`src/hdl/iset_pkg.sv`:
```
package iset_pkg;

    localparam int CAPACITY_DEF    = 16;
    localparam int COORD_WIDTH_DEF = 32;

    typedef enum logic [2:0] {
        ROLE_MERGED  = 3'd0,
        ROLE_REMOVED = 3'd1,
        ROLE_CREATED = 3'd2,
        ROLE_FULL    = 3'd3,
        ROLE_NOP     = 3'd4
    } role_t;

    typedef enum logic [3:0] {
        ST_IDLE,
        ST_SCAN,
        ST_DECIDE,
        ST_FIND,
        ST_REMOVE,
        ST_STORE_M,
        ST_STORE_L,
        ST_STORE_R,
        ST_OUT
    } state_t;

endpackage

```
`src/hdl/iset_if.sv`:
```
interface iset_req_if
    import iset_pkg::*;
#(
    parameter int COORD_WIDTH = COORD_WIDTH_DEF
);
    logic                   valid;
    logic                   ready;
    logic                   kind;
    logic [COORD_WIDTH-1:0] lo;
    logic [COORD_WIDTH-1:0] hi;

    modport source (output valid, kind, lo, hi, input ready);
    modport sink   (input valid, kind, lo, hi, output ready);
endinterface

interface iset_rsp_if
    import iset_pkg::*;
#(
    parameter int COORD_WIDTH = COORD_WIDTH_DEF
);
    logic                   valid;
    logic                   ready;
    logic [2:0]             role;
    logic [COORD_WIDTH-1:0] seg_lo;
    logic [COORD_WIDTH-1:0] seg_hi;
    logic                   last;

    modport source (output valid, role, seg_lo, seg_hi, last, input ready);
    modport sink   (input valid, role, seg_lo, seg_hi, last, output ready);
endinterface

```
`src/hdl/iset_ram.sv`:
```
module iset_ram #(
    parameter int WIDTH = 64,
    parameter int DEPTH = 16
) (
    input  logic                     clk,
    input  logic                     we,
    input  logic [$clog2(DEPTH)-1:0] waddr,
    input  logic [WIDTH-1:0]         wdata,
    input  logic [$clog2(DEPTH)-1:0] raddr,
    output logic [WIDTH-1:0]         rdata
);

    logic [WIDTH-1:0] mem [DEPTH];

    always_ff @(posedge clk)
    begin
        if (we)
        begin
            mem[waddr] <= wdata;
        end
        rdata <= mem[raddr];
    end

endmodule

```
`src/hdl/interval_set_merge_split_core.sv`:
```
// Channel | Dir | Payload                         | Transfer
// req     | in  | kind, lo, hi                    | valid && ready
// rsp     | out | role, seg_lo, seg_hi, last      | valid && ready
//
// One item at a time. The table is scanned through the entry RAM read
// port; each removed entry costs another pass over the table (min search
// over selected slots), and each result waits in ST_OUT for rsp ready.
// Reset clears the valid bits and the count; no clearing pass.
// req stalls until the last result of the item has transferred.
module interval_set_merge_split_core
    import iset_pkg::*;
#(
    parameter int CAPACITY    = CAPACITY_DEF,
    parameter int COORD_WIDTH = COORD_WIDTH_DEF
) (
    input  logic        clk,
    input  logic        rst_n,
    iset_req_if.sink    req,
    iset_rsp_if.source  rsp
);

    localparam int IDX_W  = $clog2(CAPACITY);
    localparam int CNT_W  = $clog2(CAPACITY + 1);
    localparam int CW     = COORD_WIDTH;

    state_t state_reg, state_next, ret_reg;

    logic                kind_reg;
    logic [CW-1:0]       lo_reg, hi_reg, min_lo_reg, max_hi_reg;
    logic [CAPACITY-1:0] valid_reg, sel_reg;
    logic [CNT_W-1:0]    count_reg, k_reg, cnt_reg;
    logic                found_reg;
    logic [IDX_W-1:0]    best_idx_reg;
    logic [CW-1:0]       best_lo_reg, best_hi_reg;
    role_t               role_reg;
    logic [CW-1:0]       seg_lo_reg, seg_hi_reg;
    logic                last_reg;

    logic                ram_we;
    logic [IDX_W-1:0]    ram_waddr, ram_raddr, pidx, free_idx;
    logic [2*CW-1:0]     ram_wdata, ram_rdata;
    logic [CW-1:0]       e_lo, e_hi;
    logic [CNT_W-1:0]    pidx_full;
    logic                scan_end, proc, hit, has_left, has_right, overflow;
    logic [CNT_W:0]      after_cnt;
    logic [CAPACITY-1:0] sel_left, best_bit;

    iset_ram #(
        .WIDTH (2 * CW),
        .DEPTH (CAPACITY)
    ) u_ram (
        .clk   (clk),
        .we    (ram_we),
        .waddr (ram_waddr),
        .wdata (ram_wdata),
        .raddr (ram_raddr),
        .rdata (ram_rdata)
    );

    assign e_lo      = ram_rdata[2*CW-1:CW];
    assign e_hi      = ram_rdata[CW-1:0];
    assign scan_end  = (cnt_reg == CNT_W'(CAPACITY));
    assign proc      = (cnt_reg != '0);
    assign pidx_full = cnt_reg - CNT_W'(1);
    assign pidx      = pidx_full[IDX_W-1:0];
    assign ram_raddr = scan_end ? '0 : cnt_reg[IDX_W-1:0];

    assign hit = valid_reg[pidx] &&
                 (kind_reg ? (e_hi > lo_reg && e_lo < hi_reg)
                           : (e_hi >= lo_reg && e_lo <= hi_reg));

    assign has_left  = min_lo_reg < lo_reg;
    assign has_right = max_hi_reg > hi_reg;
    assign after_cnt = {1'b0, count_reg} - {1'b0, k_reg}
                     + (CNT_W+1)'(has_left) + (CNT_W+1)'(has_right);
    assign overflow  = after_cnt > (CNT_W+1)'(CAPACITY);

    assign best_bit = CAPACITY'(1) << best_idx_reg;
    assign sel_left = sel_reg & ~best_bit;

    always_comb
    begin
        free_idx = '0;
        for (int i = CAPACITY - 1; i >= 0; i--)
        begin
            if (!valid_reg[i])
            begin
                free_idx = IDX_W'(i);
            end
        end
    end

    always_comb
    begin
        ram_we    = 1'b0;
        ram_waddr = free_idx;
        ram_wdata = {min_lo_reg, max_hi_reg};
        case (state_reg)
            ST_STORE_M: ram_we = 1'b1;
            ST_STORE_L:
            begin
                ram_we    = 1'b1;
                ram_wdata = {min_lo_reg, lo_reg};
            end
            ST_STORE_R:
            begin
                ram_we    = 1'b1;
                ram_wdata = {hi_reg, max_hi_reg};
            end
            default: ram_we = 1'b0;
        endcase
    end

    always_comb
    begin
        state_next = state_reg;
        case (state_reg)
            ST_IDLE:
            begin
                if (req.valid)
                begin
                    state_next = (req.hi <= req.lo) ? ST_OUT : ST_SCAN;
                end
            end
            ST_SCAN:
            begin
                if (scan_end)
                begin
                    state_next = ST_DECIDE;
                end
            end
            ST_DECIDE:
            begin
                if (k_reg == '0)
                begin
                    state_next = kind_reg ? ST_OUT
                               : (count_reg >= CNT_W'(CAPACITY)) ? ST_OUT : ST_STORE_M;
                end
                else
                begin
                    state_next = (kind_reg && overflow) ? ST_OUT : ST_FIND;
                end
            end
            ST_FIND:
            begin
                if (scan_end)
                begin
                    state_next = ST_REMOVE;
                end
            end
            ST_REMOVE:  state_next = ST_OUT;
            ST_STORE_M: state_next = ST_OUT;
            ST_STORE_L: state_next = ST_OUT;
            ST_STORE_R: state_next = ST_OUT;
            ST_OUT:
            begin
                if (rsp.ready)
                begin
                    state_next = ret_reg;
                end
            end
            default: state_next = ST_IDLE;
        endcase
    end

    always_comb
    begin
        req.ready = (state_reg == ST_IDLE);
        rsp.valid = (state_reg == ST_OUT);
    end

    assign rsp.role   = role_reg;
    assign rsp.seg_lo = seg_lo_reg;
    assign rsp.seg_hi = seg_hi_reg;
    assign rsp.last   = last_reg;

    always_ff @(posedge clk or negedge rst_n)
    begin
        if (!rst_n)
        begin
            state_reg <= ST_IDLE;
            valid_reg <= '0;
            count_reg <= '0;
        end
        else
        begin
            state_reg <= state_next;
            if (state_reg == ST_REMOVE)
            begin
                valid_reg[best_idx_reg] <= 1'b0;
                count_reg               <= count_reg - CNT_W'(1);
            end
            else if (ram_we)
            begin
                valid_reg[free_idx] <= 1'b1;
                count_reg           <= count_reg + CNT_W'(1);
            end
        end
    end

    always_ff @(posedge clk)
    begin
        case (state_reg)
            ST_IDLE:
            begin
                kind_reg   <= req.kind;
                lo_reg     <= req.lo;
                hi_reg     <= req.hi;
                min_lo_reg <= req.lo;
                max_hi_reg <= req.hi;
                k_reg      <= '0;
                sel_reg    <= '0;
                cnt_reg    <= '0;
                role_reg   <= ROLE_NOP;
                seg_lo_reg <= req.lo;
                seg_hi_reg <= req.hi;
                last_reg   <= 1'b1;
                ret_reg    <= ST_IDLE;
            end
            ST_SCAN:
            begin
                cnt_reg <= cnt_reg + CNT_W'(1);
                if (proc && hit)
                begin
                    sel_reg[pidx] <= 1'b1;
                    k_reg         <= k_reg + CNT_W'(1);
                    if (e_lo < min_lo_reg)
                    begin
                        min_lo_reg <= e_lo;
                    end
                    if (e_hi > max_hi_reg)
                    begin
                        max_hi_reg <= e_hi;
                    end
                end
            end
            ST_DECIDE:
            begin
                cnt_reg   <= '0;
                found_reg <= 1'b0;
                ret_reg   <= ST_IDLE;
                last_reg  <= 1'b1;
                if (kind_reg && k_reg == '0)
                begin
                    role_reg <= ROLE_NOP;
                end
                else
                begin
                    role_reg <= ROLE_FULL;
                end
            end
            ST_FIND:
            begin
                cnt_reg <= cnt_reg + CNT_W'(1);
                if (proc && sel_reg[pidx] && (!found_reg || e_lo < best_lo_reg))
                begin
                    found_reg    <= 1'b1;
                    best_idx_reg <= pidx;
                    best_lo_reg  <= e_lo;
                    best_hi_reg  <= e_hi;
                end
            end
            ST_REMOVE:
            begin
                sel_reg    <= sel_left;
                cnt_reg    <= '0;
                found_reg  <= 1'b0;
                role_reg   <= ROLE_REMOVED;
                seg_lo_reg <= best_lo_reg;
                seg_hi_reg <= best_hi_reg;
                last_reg   <= (sel_left == '0) && kind_reg && !has_left && !has_right;
                if (sel_left != '0)
                begin
                    ret_reg <= ST_FIND;
                end
                else if (!kind_reg)
                begin
                    ret_reg <= ST_STORE_M;
                end
                else if (has_left)
                begin
                    ret_reg <= ST_STORE_L;
                end
                else if (has_right)
                begin
                    ret_reg <= ST_STORE_R;
                end
                else
                begin
                    ret_reg <= ST_IDLE;
                end
            end
            ST_STORE_M:
            begin
                role_reg   <= ROLE_MERGED;
                seg_lo_reg <= min_lo_reg;
                seg_hi_reg <= max_hi_reg;
                last_reg   <= 1'b1;
                ret_reg    <= ST_IDLE;
            end
            ST_STORE_L:
            begin
                role_reg   <= ROLE_CREATED;
                seg_lo_reg <= min_lo_reg;
                seg_hi_reg <= lo_reg;
                last_reg   <= !has_right;
                ret_reg    <= has_right ? ST_STORE_R : ST_IDLE;
            end
            ST_STORE_R:
            begin
                role_reg   <= ROLE_CREATED;
                seg_lo_reg <= hi_reg;
                seg_hi_reg <= max_hi_reg;
                last_reg   <= 1'b1;
                ret_reg    <= ST_IDLE;
            end
            default:
            begin
                cnt_reg <= cnt_reg;
            end
        endcase
    end

`ifndef SYNTHESIS
    a_count_matches: assert property (@(posedge clk) disable iff (!rst_n)
        count_reg == CNT_W'($countones(valid_reg)))
        else $error("entry count out of step with valid bits");

    a_count_bound: assert property (@(posedge clk) disable iff (!rst_n)
        count_reg <= CNT_W'(CAPACITY))
        else $error("entry count above capacity");

    a_store_free: assert property (@(posedge clk) disable iff (!rst_n)
        ram_we |-> !valid_reg[free_idx])
        else $error("store into occupied slot");
`endif

endmodule
```
`src/flat_wrapper.sv`:
```
// flat-port wrapper written by rule: the top's interface ports become plain ports
module interval_set_merge_split_core_flat import iset_pkg::*;
#(
    parameter int CAPACITY    = CAPACITY_DEF,
    parameter int COORD_WIDTH = COORD_WIDTH_DEF
)
  (clk, rst_n, req_valid, req_kind, req_lo, req_hi, req_ready, rsp_valid, rsp_role, rsp_seg_lo, rsp_seg_hi, rsp_last, rsp_ready);
  iset_req_if #(.COORD_WIDTH(COORD_WIDTH)) req_i ();
  iset_rsp_if #(.COORD_WIDTH(COORD_WIDTH)) rsp_i ();
  input  logic clk;
  input  logic rst_n;
  input wire logic [$bits(req_i.valid)-1:0] req_valid;
  input wire logic [$bits(req_i.kind)-1:0] req_kind;
  input wire logic [$bits(req_i.lo)-1:0] req_lo;
  input wire logic [$bits(req_i.hi)-1:0] req_hi;
  output wire logic [$bits(req_i.ready)-1:0] req_ready;
  output wire logic [$bits(rsp_i.valid)-1:0] rsp_valid;
  output wire logic [$bits(rsp_i.role)-1:0] rsp_role;
  output wire logic [$bits(rsp_i.seg_lo)-1:0] rsp_seg_lo;
  output wire logic [$bits(rsp_i.seg_hi)-1:0] rsp_seg_hi;
  output wire logic [$bits(rsp_i.last)-1:0] rsp_last;
  input wire logic [$bits(rsp_i.ready)-1:0] rsp_ready;
  assign req_i.valid = req_valid;
  assign req_i.kind = req_kind;
  assign req_i.lo = req_lo;
  assign req_i.hi = req_hi;
  assign req_ready = req_i.ready;
  assign rsp_valid = rsp_i.valid;
  assign rsp_role = rsp_i.role;
  assign rsp_seg_lo = rsp_i.seg_lo;
  assign rsp_seg_hi = rsp_i.seg_hi;
  assign rsp_last = rsp_i.last;
  assign rsp_i.ready = rsp_ready;
  interval_set_merge_split_core #(.CAPACITY(CAPACITY), .COORD_WIDTH(COORD_WIDTH)) u_core (.clk(clk), .rst_n(rst_n), .req(req_i), .rsp(rsp_i));
endmodule
```
`config.mk`:
```
export PLATFORM = sky130hd
export DESIGN_NAME = interval_set_merge_split_core_flat
export DESIGN_NICKNAME = d
export VERILOG_FILES = /design/src/hdl/iset_pkg.sv /design/src/hdl/iset_if.sv /design/src/hdl/iset_ram.sv /design/src/hdl/interval_set_merge_split_core.sv /design/src/flat_wrapper.sv
export SDC_FILE = /design/constraint.sdc
export NUM_CORES = 2
export LEC_CHECK = 0
export BUFFER_PORTS_ARGS = -buffer_cell sky130_fd_sc_hd__buf_2
export CORE_ASPECT_RATIO = 0.9
export CORE_MARGIN = 4
export CORE_UTILIZATION = 45
export DETAILED_ROUTE_END_ITERATION = 7
export HOLD_SLACK_MARGIN = 0.06
export RECOVER_POWER = 100
export SETUP_SLACK_MARGIN = 0.3
export SYNTH_ARGS = -nofsm -noshare
export SYNTH_HDL_FRONTEND = slang
export SYNTH_HIERARCHICAL = 1
export SYNTH_SLANG_ARGS = --single-unit
```
`constraint.sdc`:
```
create_clock -name clk -period 7.8 [get_ports clk]
set_input_delay 0.78 -clock clk [delete_from_list [all_inputs] [get_ports clk]]
set_output_delay 0.78 -clock clk [all_outputs]
set_load 0.1 [all_outputs]
```
; ---- Word level (Yosys, flattened, before mapping)
; Memories as Yosys holds them, arrays and structs flattened. A register that Yosys moved wholly into a read port is not among the register bits.
; Index checks and enable logic that the tools add are counted.
; W data, S select, Z words.
[word_totals]
ff_bits = 321
latchBits = 0
mem_bits_rw = 1024
rom_bits = 0
in_bits = 69
n_memories = 1
[op_classes]
add_sub_neg = 8
n_mul = 0
div_mod_pow = 0
n_lt_le_gt_ge = 18
eq_ne = 17
shifts = 1
n_mux = 69
bitwise_logic = 6
reduce_logical = 48
[mem_list]
columns = memory, depth, word_bits, read_ports, rd_ports_with_merged_regs, write_ports, line
row1 = u_core.u_ram.mem, 16, 64, 1, 1, 1, iset_ram.sv:13  ; logic [WIDTH-1:0] mem [DEPTH];
[ops]
columns = cell, n
row1 = $pmux W32 S4, 2
row2 = $lt A32 B32 Y1, 4
row3 = $mux W32, 4
row4 = $pmux W32 S2, 2
row5 = $pmux W64 S2, 1
row6 = $mux W4, 29
row7 = $gt A32 B32 Y1, 3
row8 = $le A32 B32 Y1, 2
row9 = $mux W16, 3
row10 = $pmux W16 S3, 1
row11 = $and A16 B16 Y16, 2
row12 = $ge A32 B32 Y1, 1
row13 = $not A16 Y16, 2
row14 = $or A16 B16 Y16, 2
row15 = $pmux W4 S6, 1
row16 = $pmux W5 S2, 2
row17 = $eq A4 B3 Y1 const B, 4
row18 = $logic_not A16 Y1, 1
row19 = $reduce_bool A16 Y1, 1
row20 = $shl A1 B4 Y16 const A, 1
row21 = $add A5 B1 Y5 const B, 3
row22 = $lt A4 B5 Y1 const B, 3
row23 = $mux W5, 3
row24 = $pmux W3 S5, 1
row25 = other kinds (35), 89

; ---- Depth between registers and ports, before layout
[logic_depth]
ltp_word = 23
depth_mapped = 26
depth_no_buf = 26

; ---- Hierarchy
; The synthesis kept the hierarchy.
[modules_own_cells]
columns = module, instances, cells_per_inst, area_each_um2
row1 = iset_ram, 1, 1647, 39583.0
row2 = interval_set_merge_split_core, 1, 2290, 21460.6

; ---- Least setup slack after synthesis
; OpenSTA, ideal clock, no wires.
[synth_path]
path_kind = register to register
start = reg u_core.state_reg[3]
end = mem u_core.u_ram.mem[0][0] (enable)
setup_ns = 0.565
t_arrival_ns = 5.947
setup_slack_ns = 1.288
stages_incl_launch_ff = 7
n_path_buf = 1
path_cell_list = dfrtp_1 -> nor2_1 -> clkbuf_1 -> nand2_1 -> inv_1 -> or3b_2 -> nor3_1
[synth_between]
elab_chain_cells = 5
[synth_rtl]
columns = item, line
row1 = start: declaration, interval_set_merge_split_core.sv:26  ; state_t state_reg, state_next, ret_reg;
row2 = start signal: assignment, interval_set_merge_split_core.sv:187  ; state_reg <= state_next;
row3 = $eq A4 B3 Y1, interval_set_merge_split_core.sv:98  ; case (state_reg)
row4 = $reduce_or A3 Y1 (no line) *, n/a
row5 = $mux W1 *, interval_set_merge_split_core.sv:98
row6 = net u_core.ram_we, interval_set_merge_split_core.sv:39  ; logic ram_we;
row7 = $mux W1 *, iset_ram.sv:17  ; if (we)
row8 = $mux W1 (implied by the code) *, iset_ram.sv:19  ; mem[waddr] <= wdata;
row9 = end: declaration, iset_ram.sv:13
; The timed path passes the listed nets; every way through them passes the cells marked *.

; ---- Worst setup path after layout
[layout_path]
start = reg u_core.state_reg[3]
end = mem u_core.u_ram.mem[6][24] (enable)
; Same word-level chain as after synthesis.

==> run summary <==
Post-DRT Antenna Nets: 0
Synth Flop Type: edfxtp_1
CTS Root Cell: clkbuf_16
Cell Chain, Critical Path: clkbuf_1 > nor2_1 > nand2_1 > inv_1 > nand3b_1 > nor2_1 > clkbuf_2
Vias per Instance: 5.912
Synth-to-Final Area Change: 12.44%
die footprint: 141600 um2
DP HPWL: 109.6 mm
initial DRC count: 4022
Fillers: 11190
largest net degree at the start of global routing: 160
post-synth cell types: 71
sequential area share after synthesis: 68.01%
Startpoint Class: register
combinational power share: 35.7%
status: finished, violations left
max reg flops: 1024
max incr delay on CP: 1930 ps
Final Max Slew Viols: 1503
number of flops mapped to enable cells by yosys: 1319
antenna violations before repair: 15
syn_area_per_cell: 15.51 um2
Seq cells post-synth: 1408
worst-margin pin slew: 4293 ps
Die X: 396.2 um
clock slew at reported path FFs: 60 ps
maximum vdd drop: 0.0002817 V
IO Port Bufs: 138
Synth Instances: 3937
sw frac: 37.36%
cell mode on critical path: nor2_1
crit-path leading delay family: simple AND/OR/NAND/NOR gates
Post-CTS Setup Inserts: 0
io pins: 139
initial core utilization: 45.57%
YS warnings: 6
Mapped Nets: 4281
critical path class: register to register
sum of negative setup slack: 0 ps
final setup margin: 893.5 ps
clk sinks: 1408
Syn Std Cell Area: 61040 um2
via count: 36050
max cap viols: 38
Routed WL: 173.3 mm
Critical Path RT: 8130 ps
fmax: 144.8 MHz
post-synthesis async set-or-reset flop share: 1.776%
final core occ: 51.24%
Psw: 10.60 mW
core footprint: 134000 um2
PD cells: 413.4 nW/um2
Avg WL per Cell: 28.42 um
Die Ht: 357.4 um
unrepaired setup endpoints after global routing: no
internal power: 17.77 mW
skew final: 27.06 ps
HP Class: primary input to register
worst path bufs/invs: 3
Clock Latency Late Sink: 780 ps
# DRC: 0
Pleak: 23.76 nW
Global Route Usage Sum: 24.41%
final net count: 4512
number of buffers created by CTS: 146
first-pass detailed-route iteration total: 6
Worst Setup End Kind: register
most frequent cells in the layout: 1319 x edfxtp_1, 473 x nand2_1, 313 x o21ai_0
# setup viols final: 0
Slew HR: -186.2%
power share of the sequential group: 39.5%
minimum clock period: 6907 ps
fraction of layout cells with a size suffix above 1: 12.99%
worst slack at placement: 1813 ps
global route total overflow: 0
number of global-route vias before repair: 35130
first-pass GRT wire length: 248.8 mm
R2R setup slack: 890 ps
top flop regs: u_core/u_ram/mem: 1024 flops, u_core/u_ram/rdata: 64 flops
std cell rows: 127
Crit-path slowest cell: clkbuf_2
fin crit share: 88.55%
Largest Register: u_core/u_ram/mem
commonest non-fill, non-tap cell in the layout: edfxtp_1
CP max FO: 53
CP Data Arrival Time: 7240 ps
gpl congestion: 0.9795
CTS max path bufs: 3
CTS tree: yes
H-tree levels: 4
final hold vios: 0
clock group share of total power: 24.9%
violated checks: max-capacitance violations, max-slew violations
==> cell usage after synthesis, types with 19 or more instances <==
library cell  count  area (um2)
clkbuf_1        116       435.4
nand2_1         473        1775
mux4_2          265        5968
inv_1           227       852.1
nand4_1          48       300.3
nor2_1          127       476.7
a21oi_1         119       595.6
o211ai_1         33       247.7
ha_1            273        3416
mux2i_1          34       340.3
nor3_1           35       175.2
nand3_1          30       150.1
edfxtp_1       1319       39610
o21ai_0         318        1592
buf_1            29       108.9
dfrtp_1          25       625.6
dfxtp_1          64        1281
a22oi_1         128       960.9
nor2b_1          19       118.9
a21o_1           44       330.3
==> logic make-up after synthesis <==
| kind of cell | Yosys count | synth area share, % |
|---|---|---|
| XOR/XNOR | 16 | 0.2296 |
| AND/OR/NAND/NOR | 796 | 5.651 |
| adder cells (fa/ha/maj) | 275 | 5.661 |
| flip-flops | 1408 | 68.01 |
| AO/OA/AOI/OAI | 736 | 7.362 |
| buffers and inverters | 405 | 2.716 |
| multiplexers | 301 | 10.37 |
==> final cells by class <==
type / count / area [um2] / area share, %
Antenna cell: 5 / 12.51 / 0.01823
Clock buffer: 188 / 3988 / 5.809
Clock inverter: 79 / 865.8 / 1.261
Inverter: 227 / 853.3 / 1.243
Multi-Input combinational cell: 2124 / 17960 / 26.16
Sequential cell: 1408 / 41520 / 60.49
Tap cell: 1806 / 2260 / 3.292
Timing Repair Buffer: 261 / 1184 / 1.724
==> metrics by stage <==
stage	total power [mW]	hold slack, ps	instances	cell area, um2
final	28.37	285.1	6098	68640
after global placement	21.35	469.9	5825	64500
after CTS	28.51	157.1	6093	69370
after global routing	29.81	247.8	6093	68630
after detailed placement	21.40	461.7	5825	64500
after floorplan	17.93	421.5	3937	61040
==> layer usage <==
metal	GRT usage, %	up-vias	wire, um
met5	0	-	59
met4	5.666	8	3838
met3	5.518	217	17000
li1	-	15790	-
met2	36.25	1568	76380
met1	36.88	18470	76010
==> what timing repair did <==
action | CTS | global route
endpoints found under the hold margin | 25 | 0
gates resized for setup | 0 | 0
hold buffers | 1 | 0
==> worst paths after layout <==
check	from	endpoint	depth (start not counted)
min reg2reg	u_core/u_ram/rdata[0]	u_core/best_hi_reg[0]	0
min in group asynchronous	rst_n	u_core/state_reg[2]	2
max reg2reg	u_core/state_reg[3]	u_core/u_ram/mem[6][24]	7
max in group asynchronous	rst_n	u_core/state_reg[1]	2
max	u_core/state_reg[3]	u_core/u_ram/mem[6][24]	7
min	req_lo[25]	u_core/lo_reg[25]	1
==> power groups by stage <==
stage | registers (mW) | clock network [mW] | logic (mW)
after floorplan | 12.0 | 0 | 5.93
after global placement | 11.3 | 0 | 10.1
after detailed placement | 11.3 | 0 | 10.1
after CTS | 11.1 | 7.21 | 10.2
after global routing | 11.3 | 7.53 | 11.0
final | 11.2 | 7.06 | 10.1
Note: power is estimated with default switching activity, not from simulation.
